<file path="config.mk">
export PLATFORM = sky130hd
export DESIGN_NAME = r2p_post
export DESIGN_NICKNAME = d
export VERILOG_FILES = /design/src/r2p_pkg.sv /design/src/r2p_post.sv
export SDC_FILE = /design/constraint.sdc
export NUM_CORES = 1
export LEC_CHECK = 0
export BUFFER_PORTS_ARGS = -buffer_cell sky130_fd_sc_hd__buf_2
export CORE_AREA = 4 4 137 139
export DETAILED_ROUTE_END_ITERATION = 16
export DIE_AREA = 0 0 141 143
export PLACE_DENSITY_LB_ADDON = 0.25
export SYNTH_ARGS = -nofsm -noshare
export SYNTH_HDL_FRONTEND = slang
export SYNTH_SLANG_ARGS = --single-unit
export TNS_END_PERCENT = 100
</file>
<file path="constraint.sdc">
create_clock -name vclk -period 5.25
set_input_delay 0.2625 -clock vclk [all_inputs]
set_output_delay 0.2625 -clock vclk [all_outputs]
set_load 0.02 [all_outputs]
</file>
<file path="src/r2p_pkg.sv">
// ----------------------------------------------------------------------------
// Rectangular to polar conversion: shared types, constants and step functions
// Holds the sample and result formats, the per-stage pipeline record, the
// arctangent table and the CORDIC and square-root step functions.
// ----------------------------------------------------------------------------
package r2p_pkg;

	localparam int DATA_WIDTH = 16;
	localparam int ITERATIONS = 16;

	// Datapath widths.
	localparam int CW = 64;                   // CORDIC x and y
	localparam int AW = 32;                   // angle accumulator
	localparam int SW = 2 * DATA_WIDTH;       // sum of squares and remainder
	localparam int RW = SW + 1;               // root register of the square root
	localparam int PRE_SHIFT = 60 - DATA_WIDTH;
	localparam int ANG_SHIFT = AW - DATA_WIDTH;
	localparam logic [AW-1:0] ANG_HALF = (ANG_SHIFT > 0) ?
		(AW'(1) << ((ANG_SHIFT > 0) ? (ANG_SHIFT - 1) : 0)) : '0;

	// Stage 1 prepares, the CORDIC runs from stage 2, the square root from stage 3.
	localparam int CORDIC_LAST = ITERATIONS + 1;
	localparam int SQRT_LAST = DATA_WIDTH + 2;
	localparam int STAGES = (CORDIC_LAST > SQRT_LAST) ? CORDIC_LAST : SQRT_LAST;

	localparam logic [AW-1:0] ANG_ZERO    = 32'h0000_0000;
	localparam logic [AW-1:0] ANG_HALF_PI = 32'h4000_0000;
	localparam logic [AW-1:0] ANG_PI      = 32'h8000_0000;
	localparam logic [AW-1:0] ANG_NEG_HPI = 32'hC000_0000;

	// round(atan(2^-i) * 2^32 / (2*pi))
	localparam logic [AW-1:0] ATAN_TAB [0:31] = '{
		32'd536870912, 32'd316933406, 32'd167458907, 32'd85004756,
		32'd42667331,  32'd21354465,  32'd10679838,  32'd5340245,
		32'd2670163,   32'd1335087,   32'd667544,    32'd333772,
		32'd166886,    32'd83443,     32'd41722,     32'd20861,
		32'd10430,     32'd5215,      32'd2608,      32'd1304,
		32'd652,       32'd326,       32'd163,       32'd81,
		32'd41,        32'd20,        32'd10,        32'd5,
		32'd3,         32'd1,         32'd1,         32'd0
	};

	typedef struct packed {
		logic signed [DATA_WIDTH-1:0] real_part;
		logic signed [DATA_WIDTH-1:0] imag_part;
	} sample_t;

	typedef struct packed {
		logic        [DATA_WIDTH-1:0] magnitude;
		logic signed [DATA_WIDTH-1:0] phase_angle;
	} result_t;

	typedef struct packed {
		logic signed [CW-1:0] x;
		logic signed [CW-1:0] y;
		logic [AW-1:0]        z;
		logic [SW-1:0]        sq_re;
		logic [SW-1:0]        sq_im;
		logic [SW-1:0]        rem;
		logic [RW-1:0]        root;
		logic                 is_axis;
		logic [AW-1:0]        axis_z;
	} stage_t;

	// One vectoring micro-rotation; the arithmetic shift floors like the angle math needs.
	function automatic stage_t cordic_step(stage_t d, logic [4:0] i);
		stage_t res;
		logic signed [CW-1:0] dx;
		logic signed [CW-1:0] dy;
		res = d;
		dx = d.y >>> i;
		dy = d.x >>> i;
		if (!d.y[CW-1]) begin
			res.x = d.x + dx;
			res.y = d.y - dy;
			res.z = d.z + ATAN_TAB[i];
		end else begin
			res.x = d.x - dx;
			res.y = d.y + dy;
			res.z = d.z - ATAN_TAB[i];
		end
		return res;
	endfunction

	// One digit of the restoring integer square root.
	function automatic stage_t sqrt_step(stage_t d, int j);
		stage_t res;
		logic [RW-1:0] bitv;
		logic [RW-1:0] trial;
		logic [RW-1:0] rem_w;
		res = d;
		bitv = RW'(1) << (SW - 2 - 2 * j);
		trial = d.root + bitv;
		rem_w = {1'b0, d.rem};
		if (rem_w >= trial) begin
			res.rem = SW'(rem_w - trial);
			res.root = (d.root >> 1) + bitv;
		end else begin
			res.root = d.root >> 1;
		end
		return res;
	endfunction

endpackage

</file>
<file path="src/r2p_post.sv">
// ----------------------------------------------------------------------------
// Result formatting
// Rounds the square root to nearest, picks the exact axis angle where one
// applies and rounds the angle accumulator to the output width.
// ----------------------------------------------------------------------------
module r2p_post (
	input  r2p_pkg::stage_t  fin,
	output r2p_pkg::result_t res
);
	import r2p_pkg::*;

	logic [RW-1:0] root_rnd;
	logic [AW-1:0] ang;
	logic [AW-1:0] ang_rnd;

	always_comb begin
		// The remainder is s - r*r; round up when it exceeds r.
		root_rnd = ({1'b0, fin.rem} > fin.root) ? fin.root + RW'(1) : fin.root;
		ang = fin.is_axis ? fin.axis_z : fin.z;
		ang_rnd = ang + ANG_HALF;
		res.magnitude = root_rnd[DATA_WIDTH-1:0];
		res.phase_angle = ang_rnd[AW-1 -: DATA_WIDTH];
	end

endmodule

</file>
==> metrics.cfg <==
[detailed_routing]
post_drt_wl_per_cell_um = 13.5
ant_nets = 0
drt_iter0_drc = 48
drtPass1Iterations = 4
vias = 2133
wirelength_mm = 8.06
vias_per_cell = 3.57
drt_drc_violations_left = 0

[place]
routabilityCongestion = 0.823
dp.final_hpwl_mm = 7.43
dpl_cell_area_mm2 = 0.00274
port_buffers = 132
pre_cts_slack_ns = 1.88

[floorplan]
die_h_um = 143
die-width_um = 141
dieArea_mm2 = 0.0202
coreArea_mm2 = 0.0177
rows = 49
ios = 354
initial_utilization_pct = 10.3

[sta]
setup-violations-final = 0
fin_tns_setup_ns = 0
clock.fmax_mhz = 302
fin_crit_ns = 3.31
slew_headroom_pct = 17.5
hold_viol_final = 0
tightest_slew_ns = 1.23
fin_ws_ns = 1.94
rsz0062_at_grt = false
final_max_slew_viol_count = 0
finalCritPeriodShare_pct = 63.1

[finish]
antenna_cells = 0
syn_to_final_growth_pct = 50.3
seq_cells = 0
drive_above_1_share_pct = 42.5
final_cell_area_mm2 = 0.00274
nets = 727
clkbuf_count = 0
ff_latch_area_um2 = 0

[global_routing]
grt_first_pass_wirelength_mm = 11.8
grt_max_degree = 32
grtUsageTotal_pct = 7.37
grt_pass1_vias = 2160
overflow = 0
antenna_found_initial = 1

[outcome]
status = finished, final reports clean

[power]
total_power_uw = 221
vdd_drop_max_mv = 0.0260
power.static_leakage_uw = 0.00130
powerDensity_mw_per_mm2 = 80.6

[min_path]
hold_class = primary input to output port
hold_path_end = res[16]
holdPathStages = 3
worstHoldStart = fin[33]

[worst_setup_path]
cp.required_ns = 4.99
worstPathArrival_ns = 3.05
worstSetupStartpointType = primary input
path_cells = buf_2 -> inv_1 -> ha_1 -> a21oi_1 -> nor2_1 -> a211oi_1 -> o211ai_2 -> o31ai_2 -> nor2_1 -> xnor2_1 -> buf_2
worstPathMaxFanout = 11
slowest_delay_ns = 0.99
end_kind = output port
crit_type = primary input to output port
critical-path-slowest-cell = o31ai_2

[synth]
synth_cell_type_count = 47
syn_nets = 597
synth_top_area_share_pct = 23.3
seq_area_frac_synth_pct = 0
synth_area_per_cell_um2 = 7.57
synth.area.top_cells = ha_1 (23%), xnor2_1 (11%), inv_1 (6.6%)
ys_warn_count = 0
synth_cells = 241
syn_area_mm2 = 0.00182
synth_top_area_cell = ha_1

[clocking]
cts_hold_buf = 0
postCtsSetupBuffers = 0
ctsResizeCount = 0

[run]
drv_cap = 0

worst max-delay path by stage:
stage / from / endpoint / depth (start not counted)
global placement: fin[35] / res[17] / 9
global route: fin[35] / res[18] / 10
finish: fin[51] / res[22] / 11
CTS: fin[35] / res[22] / 10
detailed placement: fin[35] / res[17] / 9
floorplan: fin[40] / res[21] / 10
routing by layer:
metal	part of all wire, %	global-route usage, %	vias to the layer above
met5	0	0	-
met4	0	0	0
met3	22	7.17	0
met2	36	9.53	100
met1	41	9.28	923
li1	-	-	1110
critical path: cells and delay by family:
family | cells | cell delay, ns
AOI/OAI and AO/OA | 4 | 1.75
adders and majority gates | 1 | 0.31
buffers and inverters | 3 | 0.29
and+or+nand+nor | 2 | 0.21
xor gates and xnor gates | 1 | 0.21
synthesized netlist by cell type (2+ instances only):
master	count
buf_6	2
nor3_2	4
nand4_2	2
ha_1	34
nor4_4	2
o21a_1	2
a21o_1	2
nor4_1	5
a32o_1	3
nor3_1	4
nor2_1	12
xnor2_1	22
nor2b_1	5
o21ai_1	2
mux2_2	3
nand3_1	11
nand2_1	25
mux2i_1	10
a211oi_1	4
inv_1	32
nand4_1	5
a21oi_1	15
xor2_1	10
a21oi_2	2
stage by stage:
stage,hold slack (ns),utilization [%],instances
after floorplan,0.667,-,241
after global placement,0.873,15.5,598
after detailed placement,0.880,15.5,598
after CTS,0.880,15.5,598
after global routing,0.902,15.5,598
final,0.881,15.5,598
layout by cell type (no fill, tap or decap), types with 2 or more instances in the layout:
cell type,Yosys,routed
buf_2,1,132
ha_1,34,34
inv_1,32,32
nand2_1,25,25
xnor2_1,22,22
a21oi_1,15,15
nor2_1,12,12
nand3_1,11,11
mux2i_1,10,10
xor2_1,10,10
nor2b_1,5,5
nand4_1,5,5
nor4_1,5,5
a211oi_1,4,4
nor3_1,4,4
nor3_2,4,4
mux2_2,3,3
a32o_1,3,3
a21oi_2,2,2
nand4_2,2,2
nor4_4,2,2
o21ai_1,2,2
o21a_1,2,2
a21o_1,2,2
power by group:
group / leakage [uW] / internal [uW] / switching, uW
Clock: 0 / 0 / 0
Sequential: 0 / 0 / 0
Combinational: 0.00130 / 88.8 / 132
cell type report:
cell class                      count  area, um^2
Multi-Input combinational cell    204        1670
Inverter                           33         124
Fill cell                        2059       14900
Timing Repair Buffer              132         661
Tap cell                          229         287
logic make-up (layout without fill, tap and decap cells):
logic type / count (synthesis) / count (layout) / synth area share [%]
fa+ha+maj: 34 / 34 / 23.3
mux: 14 / 14 / 7.96
compound gates: 37 / 37 / 14.7
buf+inv: 37 / 165 / 8.71
simple gates: 87 / 87 / 30.0
xor+xnor: 32 / 32 / 15.4
(Power assumes the default switching activity.)
