<file path="src/r2p_pkg.sv">
// ----------------------------------------------------------------------------
// Rectangular to polar conversion: shared types, constants and step functions
// Holds the sample and result formats, the per-stage pipeline record, the
// arctangent table and the CORDIC and square-root step functions.
// ----------------------------------------------------------------------------
package r2p_pkg;

	localparam int DATA_WIDTH = 16;
	localparam int ITERATIONS = 16;

	// Datapath widths.
	localparam int CW = 64;                   // CORDIC x and y
	localparam int AW = 32;                   // angle accumulator
	localparam int SW = 2 * DATA_WIDTH;       // sum of squares and remainder
	localparam int RW = SW + 1;               // root register of the square root
	localparam int PRE_SHIFT = 60 - DATA_WIDTH;
	localparam int ANG_SHIFT = AW - DATA_WIDTH;
	localparam logic [AW-1:0] ANG_HALF = (ANG_SHIFT > 0) ?
		(AW'(1) << ((ANG_SHIFT > 0) ? (ANG_SHIFT - 1) : 0)) : '0;

	// Stage 1 prepares, the CORDIC runs from stage 2, the square root from stage 3.
	localparam int CORDIC_LAST = ITERATIONS + 1;
	localparam int SQRT_LAST = DATA_WIDTH + 2;
	localparam int STAGES = (CORDIC_LAST > SQRT_LAST) ? CORDIC_LAST : SQRT_LAST;

	localparam logic [AW-1:0] ANG_ZERO    = 32'h0000_0000;
	localparam logic [AW-1:0] ANG_HALF_PI = 32'h4000_0000;
	localparam logic [AW-1:0] ANG_PI      = 32'h8000_0000;
	localparam logic [AW-1:0] ANG_NEG_HPI = 32'hC000_0000;

	// round(atan(2^-i) * 2^32 / (2*pi))
	localparam logic [AW-1:0] ATAN_TAB [0:31] = '{
		32'd536870912, 32'd316933406, 32'd167458907, 32'd85004756,
		32'd42667331,  32'd21354465,  32'd10679838,  32'd5340245,
		32'd2670163,   32'd1335087,   32'd667544,    32'd333772,
		32'd166886,    32'd83443,     32'd41722,     32'd20861,
		32'd10430,     32'd5215,      32'd2608,      32'd1304,
		32'd652,       32'd326,       32'd163,       32'd81,
		32'd41,        32'd20,        32'd10,        32'd5,
		32'd3,         32'd1,         32'd1,         32'd0
	};

	typedef struct packed {
		logic signed [DATA_WIDTH-1:0] real_part;
		logic signed [DATA_WIDTH-1:0] imag_part;
	} sample_t;

	typedef struct packed {
		logic        [DATA_WIDTH-1:0] magnitude;
		logic signed [DATA_WIDTH-1:0] phase_angle;
	} result_t;

	typedef struct packed {
		logic signed [CW-1:0] x;
		logic signed [CW-1:0] y;
		logic [AW-1:0]        z;
		logic [SW-1:0]        sq_re;
		logic [SW-1:0]        sq_im;
		logic [SW-1:0]        rem;
		logic [RW-1:0]        root;
		logic                 is_axis;
		logic [AW-1:0]        axis_z;
	} stage_t;

	// One vectoring micro-rotation; the arithmetic shift floors like the angle math needs.
	function automatic stage_t cordic_step(stage_t d, logic [4:0] i);
		stage_t res;
		logic signed [CW-1:0] dx;
		logic signed [CW-1:0] dy;
		res = d;
		dx = d.y >>> i;
		dy = d.x >>> i;
		if (!d.y[CW-1]) begin
			res.x = d.x + dx;
			res.y = d.y - dy;
			res.z = d.z + ATAN_TAB[i];
		end else begin
			res.x = d.x - dx;
			res.y = d.y + dy;
			res.z = d.z - ATAN_TAB[i];
		end
		return res;
	endfunction

	// One digit of the restoring integer square root.
	function automatic stage_t sqrt_step(stage_t d, int j);
		stage_t res;
		logic [RW-1:0] bitv;
		logic [RW-1:0] trial;
		logic [RW-1:0] rem_w;
		res = d;
		bitv = RW'(1) << (SW - 2 - 2 * j);
		trial = d.root + bitv;
		rem_w = {1'b0, d.rem};
		if (rem_w >= trial) begin
			res.rem = SW'(rem_w - trial);
			res.root = (d.root >> 1) + bitv;
		end else begin
			res.root = d.root >> 1;
		end
		return res;
	endfunction

endpackage

</file>
<file path="src/r2p_prep.sv">
// ----------------------------------------------------------------------------
// Input preparation
// Squares the absolute parts, folds the left half plane onto the right one
// for the CORDIC, and flags samples on an axis with their exact angle.
// ----------------------------------------------------------------------------
module r2p_prep (
	input  r2p_pkg::sample_t sample,
	output r2p_pkg::stage_t  prep
);
	import r2p_pkg::*;

	logic signed [DATA_WIDTH:0]     re_w;
	logic signed [DATA_WIDTH:0]     im_w;
	logic [DATA_WIDTH:0]            are;
	logic [DATA_WIDTH:0]            aim;
	logic [2*DATA_WIDTH+1:0]        prod_re;
	logic [2*DATA_WIDTH+1:0]        prod_im;
	logic signed [CW-1:0]           re_x;
	logic signed [CW-1:0]           im_x;
	logic                           neg_re;

	always_comb begin
		re_w = {sample.real_part[DATA_WIDTH-1], sample.real_part};
		im_w = {sample.imag_part[DATA_WIDTH-1], sample.imag_part};
		are = re_w[DATA_WIDTH] ? (DATA_WIDTH+1)'(0) - re_w : re_w;
		aim = im_w[DATA_WIDTH] ? (DATA_WIDTH+1)'(0) - im_w : im_w;
		prod_re = are * are;
		prod_im = aim * aim;
		neg_re = sample.real_part[DATA_WIDTH-1];
		re_x = {{(CW-DATA_WIDTH){sample.real_part[DATA_WIDTH-1]}}, sample.real_part};
		im_x = {{(CW-DATA_WIDTH){sample.imag_part[DATA_WIDTH-1]}}, sample.imag_part};

		prep = '0;
		prep.sq_re = prod_re[SW-1:0];
		prep.sq_im = prod_im[SW-1:0];
		// A vector in the left half plane is turned by pi before rotating.
		if (neg_re) begin
			prep.x = (-re_x) <<< PRE_SHIFT;
			prep.y = (-im_x) <<< PRE_SHIFT;
			prep.z = ANG_PI;
		end else begin
			prep.x = re_x <<< PRE_SHIFT;
			prep.y = im_x <<< PRE_SHIFT;
			prep.z = ANG_ZERO;
		end

		if (sample.imag_part == '0) begin
			prep.is_axis = 1'b1;
			prep.axis_z = neg_re ? ANG_PI : ANG_ZERO;
		end else if (sample.real_part == '0) begin
			prep.is_axis = 1'b1;
			prep.axis_z = sample.imag_part[DATA_WIDTH-1] ? ANG_NEG_HPI : ANG_HALF_PI;
		end else begin
			prep.is_axis = 1'b0;
			prep.axis_z = ANG_ZERO;
		end
	end

endmodule

</file>
<file path="config.mk">
export PLATFORM = sky130hd
export DESIGN_NAME = r2p_prep
export DESIGN_NICKNAME = d
export VERILOG_FILES = /design/src/r2p_pkg.sv /design/src/r2p_prep.sv
export SDC_FILE = /design/constraint.sdc
export NUM_CORES = 1
export LEC_CHECK = 0
export BUFFER_PORTS_ARGS = -buffer_cell sky130_fd_sc_hd__buf_2
export CORE_MARGIN = 2
export CORE_UTILIZATION = 40
export DETAILED_ROUTE_END_ITERATION = 8
export PLACE_DENSITY_LB_ADDON = 0.15
export SYNTH_ARGS = -nofsm -noshare
export SYNTH_HDL_FRONTEND = slang
export SYNTH_SLANG_ARGS = --single-unit
</file>
<file path="constraint.sdc">
create_clock -name vclk -period 15.37
set_input_delay 2.3055 -clock vclk [all_inputs]
set_output_delay 2.3055 -clock vclk [all_outputs]
set_load 0.02 [all_outputs]
</file>
==> results of run 1 <==
## metrics by stage
| step | instances | worst slack [ns] | cell area, um^2 |
|---|---|---|---|
| floorplan | 2448 | 2.88 | 19300 |
| global placement | 2940 | 1.78 | 19000 |
| detailed placement | 2940 | 1.57 | 19000 |
| CTS | 2940 | 1.54 | 19000 |
| global route | 2940 | 0.935 | 19000 |
| finish | 2942 | 1.59 | 19000 |
## kinds of logic (layout without fill, tap and decap cells)
logic type      count (synthesis)  after routing  synth area share (%)
compound gates                165            165                  5.54
xor+xnor                      106            106                  5.16
fa+ha+maj                     580            580                  55.1
buf+inv                       882            774                  22.8
mux                             4              4                 0.225
other cells                     2            256                0.0409
simple gates                  457            457                  11.1
## cells in the mapped netlist, types with 6 or more instances
master / instances / share of area [%]
o211ai_1: 7 / 0.29
o21a_1: 6 / 0.25
nor2_1: 127 / 2.6
clkbuf_1: 36 / 0.74
fa_1: 381 / 42
clkinv_1: 6 / 0.12
o21ai_0: 44 / 1.2
inv_1: 607 / 12
and3_1: 7 / 0.24
nand4_1: 7 / 0.24
nand2b_1: 17 / 0.58
nand3_1: 17 / 0.46
xnor2_1: 78 / 3.7
xor2_1: 27 / 1.3
nand2_1: 206 / 4.2
or2_2: 6 / 0.20
a21oi_1: 52 / 1.4
and2_1: 20 / 0.68
nor3_1: 13 / 0.35
buf_4: 226 / 9.2
o21bai_1: 10 / 0.41
or3_1: 6 / 0.20
ha_1: 199 / 14
a211oi_1: 10 / 0.41
## worst min-delay path by stage
stage / start / end / slack (ns) / depth (start not counted)
2_1_floorplan: sample[16] / prep[132] / 4.69 / 1
3_3_place_gp: sample[16] / prep[130] / 4.96 / 2
3_5_place_dp: sample[16] / prep[130] / 4.97 / 2
4_1_cts: sample[16] / prep[130] / 4.97 / 2
5_1_grt: sample[16] / prep[302] / 4.98 / 2
6_report: sample[16] / prep[130] / 4.96 / 2
## area by class of cell
class                           count  share of cell area [%]
Multi-Input combinational cell   1566                    79.4
Inverter                          615                    12.1
Timing Repair Buffer              159                    4.51
Tap cell                          600                    3.94
Antenna cell                        2                  0.0263
## metal layers
| layer | global-route usage (%) | vias up | share of wire, % |
|---|---|---|---|
| li1 | - | 6293 | - |
| met1 | 26.8 | 6638 | 45 |
| met2 | 31.0 | 410 | 47 |
| met3 | 2.89 | 41 | 7.1 |
| met4 | 2.40 | 6 | 1.6 |
| met5 | 0 | - | 0.079 |
==> results_dict.tcl, run 1 <==
set metrics [dict create \
    status "completed" \
    cp-end-kind "output pin" \
    arrival_ns 11.48 \
    gp_routability_congestion 0.873 \
    ios 354 \
    worst_path_most_repeated_cell "fa_1" \
    grt_usage_pct 18.8 \
    max_cap_viol_count 0 \
    critPathTopFamily "adder cells" \
    finalCritPeriodShare_pct 89.7 \
    synth_cell_types 63 \
    drt_iter0_drc 665 \
    cts_resized 0 \
    grt_max_degree 32 \
    multi_input_area_um2 15100 \
    slew_headroom_pct 31.5 \
    port_buffers 134 \
    crit_start "sample[0]" \
    nFlopsAndLatches 0 \
    hpwl_um 40200 \
    route.detailed.drc 0 \
    layout_commonest_cell "inv_1" \
    crit_fanout 15 \
    layout_common_cells "inv_1, fa_1, conb_1" \
    dr.pass1.iters 5 \
    worst-path-stages 29 \
    max_stage_delay_ns 0.66 \
    grt_first_pass_wirelength_um 70800 \
    die_height_um 218 \
    overflow 0 \
    fin_tns_setup_ns 0 \
    syn_inst 2196 \
    hold_class "in -> out" \
    hold_violations 0 \
    ys_seq_area_share_pct 0 \
    drive_gt1_share_pct 7.82 \
    cp-start-kind "primary input" \
    cp_slowest_cell "a221oi_1" \
    netlist_area_um2 18400 \
    critPathCapture "prep[126]" \
    fin_util_pct 42.0 \
    via_per_inst 4.55 \
    fmax_mhz 72.5 \
    cts_setup_buffers 0 \
    period_needed_ns 13.78 \
    finalSetupViolCount 0 \
    core_area_um2 45400 \
    hold_buffers 0 \
    rsz0062_at_grt "false" \
    yosysWarnings 0 \
    worst-path-buf-inv 7 \
    drtAntennaViolNets 0 \
    antenna_found_initial 4 \
    syn_avg_cell_area_um2 8.36 \
    worst_slew_pin_slew_ns 1.02 \
    clkbuf_count 0 \
    row_count 78 \
    nets 2954 \
    die-area_um2 47600 \
    regArea_um2 0 \
    dr_total_vias 13400 \
    die_x_um 218 \
    criticalPathCategory "in -> out" \
    slew_viol_final 0 \
    wl_um 44100 \
    grt_pass1_vias 13500 \
    wire_per_inst_um 15.0 \
    hold_slack_ns 4.96 \
    area_growth_pct 3.78 \
    nFillCells 4704 \
    cp.required_ns 13.06 \
    start_util_pct 40.4 \
]
Power of run 1 is left out: the tool's default activity adds up to more than one toggle a clock period on the data nets, which glitch-free logic cannot reach.
==> inputs of run 2 (changes only) <==
- CORE_MARGIN: 2 -> 1.5
==> results_dict.tcl, run 2 (synthesis results as in run 1) <==
set metrics [dict create \
    status "completed" \
    cts_setup_buffers 0 \
    worst_path_most_repeated_cell "fa_1" \
    grt_pass1_vias 13700 \
    wire_per_inst_um 15.0 \
    cts_resized 0 \
    cp-start-kind "primary input" \
    grt_first_pass_wirelength_um 71800 \
    drtAntennaViolNets 0 \
    hold_path_end "prep[98]" \
    use_met3_pct 3.21 \
    start_util_pct 40.5 \
    grt_use_met2_pct 31.4 \
    nets 2952 \
    clkbuf_count 0 \
    busiest_layer "met2" \
    core_area_um2 45300 \
    fmax_mhz 71.7 \
    critPathTopFamily "adder cells" \
    hold_violations 0 \
    port_buffers 134 \
    met1_usage_pct 27.1 \
    crit_fanout 15 \
    wl_um 44200 \
    max_cap_viol_count 0 \
    die_x_um 217 \
    hold_slack_ns 4.99 \
    fin_tns_setup_ns 0 \
    drive_gt1_share_pct 7.78 \
    worst_slew_pin_slew_ns 1.21 \
    drt_iter0_drc 694 \
    period_needed_ns 13.95 \
    worst-path-buf-inv 7 \
    fin_ws_ns 1.42 \
    dr_total_vias 13400 \
    ios 354 \
    regArea_um2 0 \
    worst-path-stages 29 \
    hold_depth 2 \
    rsz0062_at_grt "false" \
    cp.required_ns 13.06 \
    overflow 0 \
    route.detailed.drc 0 \
    row_count 78 \
    slew_headroom_pct 18.9 \
    area_growth_pct 3.73 \
    nFlopsAndLatches 0 \
    layout_commonest_cell "inv_1" \
    gp_routability_congestion 0.882 \
    cp_slowest_cell "a221oi_1" \
    finalSetupViolCount 0 \
    dr.pass1.iters 5 \
    criticalPathCategory "in -> out" \
    hold_buffers 0 \
    max_stage_delay_ns 0.76 \
    slew_viol_final 0 \
    hold_class "in -> out" \
    min_from "sample[0]" \
    grt_usage_pct 19.2 \
    antenna_found_initial 5 \
    arrival_ns 11.64 \
    finalCritPeriodShare_pct 90.8 \
    preCtsSetupSlack_ns 1.46 \
    grt_max_degree 32 \
    via_per_inst 4.55 \
    die-area_um2 47200 \
    die_height_um 217 \
    hpwl_um 39700 \
    cp-end-kind "output pin" \
    layout_common_cells "inv_1, fa_1, conb_1" \
]
run 2: worst max-delay path by stage:
stage                           end       from  slack, ns
final                     prep[126]  sample[0]       1.42
after global routing      prep[126]  sample[0]       0.67
after CTS                 prep[126]  sample[0]       1.45
after detailed placement  prep[126]  sample[0]       1.46
after global placement    prep[126]  sample[0]       1.70
after floorplan           prep[126]  sample[0]       2.88
run 2: metrics by stage:
stage               util [%]  cell area (um^2)  cells
floorplan                  -             19300   2448
global placement        42.0             19000   2938
detailed placement      42.0             19000   2938
CTS                     42.0             19000   2938
global route            42.0             19000   2938
finish                  42.0             19000   2939
run 2: layout make-up:
cell class,count,area (um^2)
fill,4716,26200
multi-input combinational,1566,15100
inverter,615,2310
timing repair buffer,157,843
tap,600,751
antenna,1,2.50
run 2: routing by layer:
| metal | share of wire (%) | vias up | wire, um |
|---|---|---|---|
| li1 | - | 6285 | - |
| met1 | 45 | 6611 | 19700 |
| met3 | 6.7 | 45 | 2960 |
| met4 | 2.1 | 8 | 911 |
| met5 | 0.13 | - | 57 |
| met2 | 47 | 415 | 20600 |
Power of run 2 is left out for the same reason.
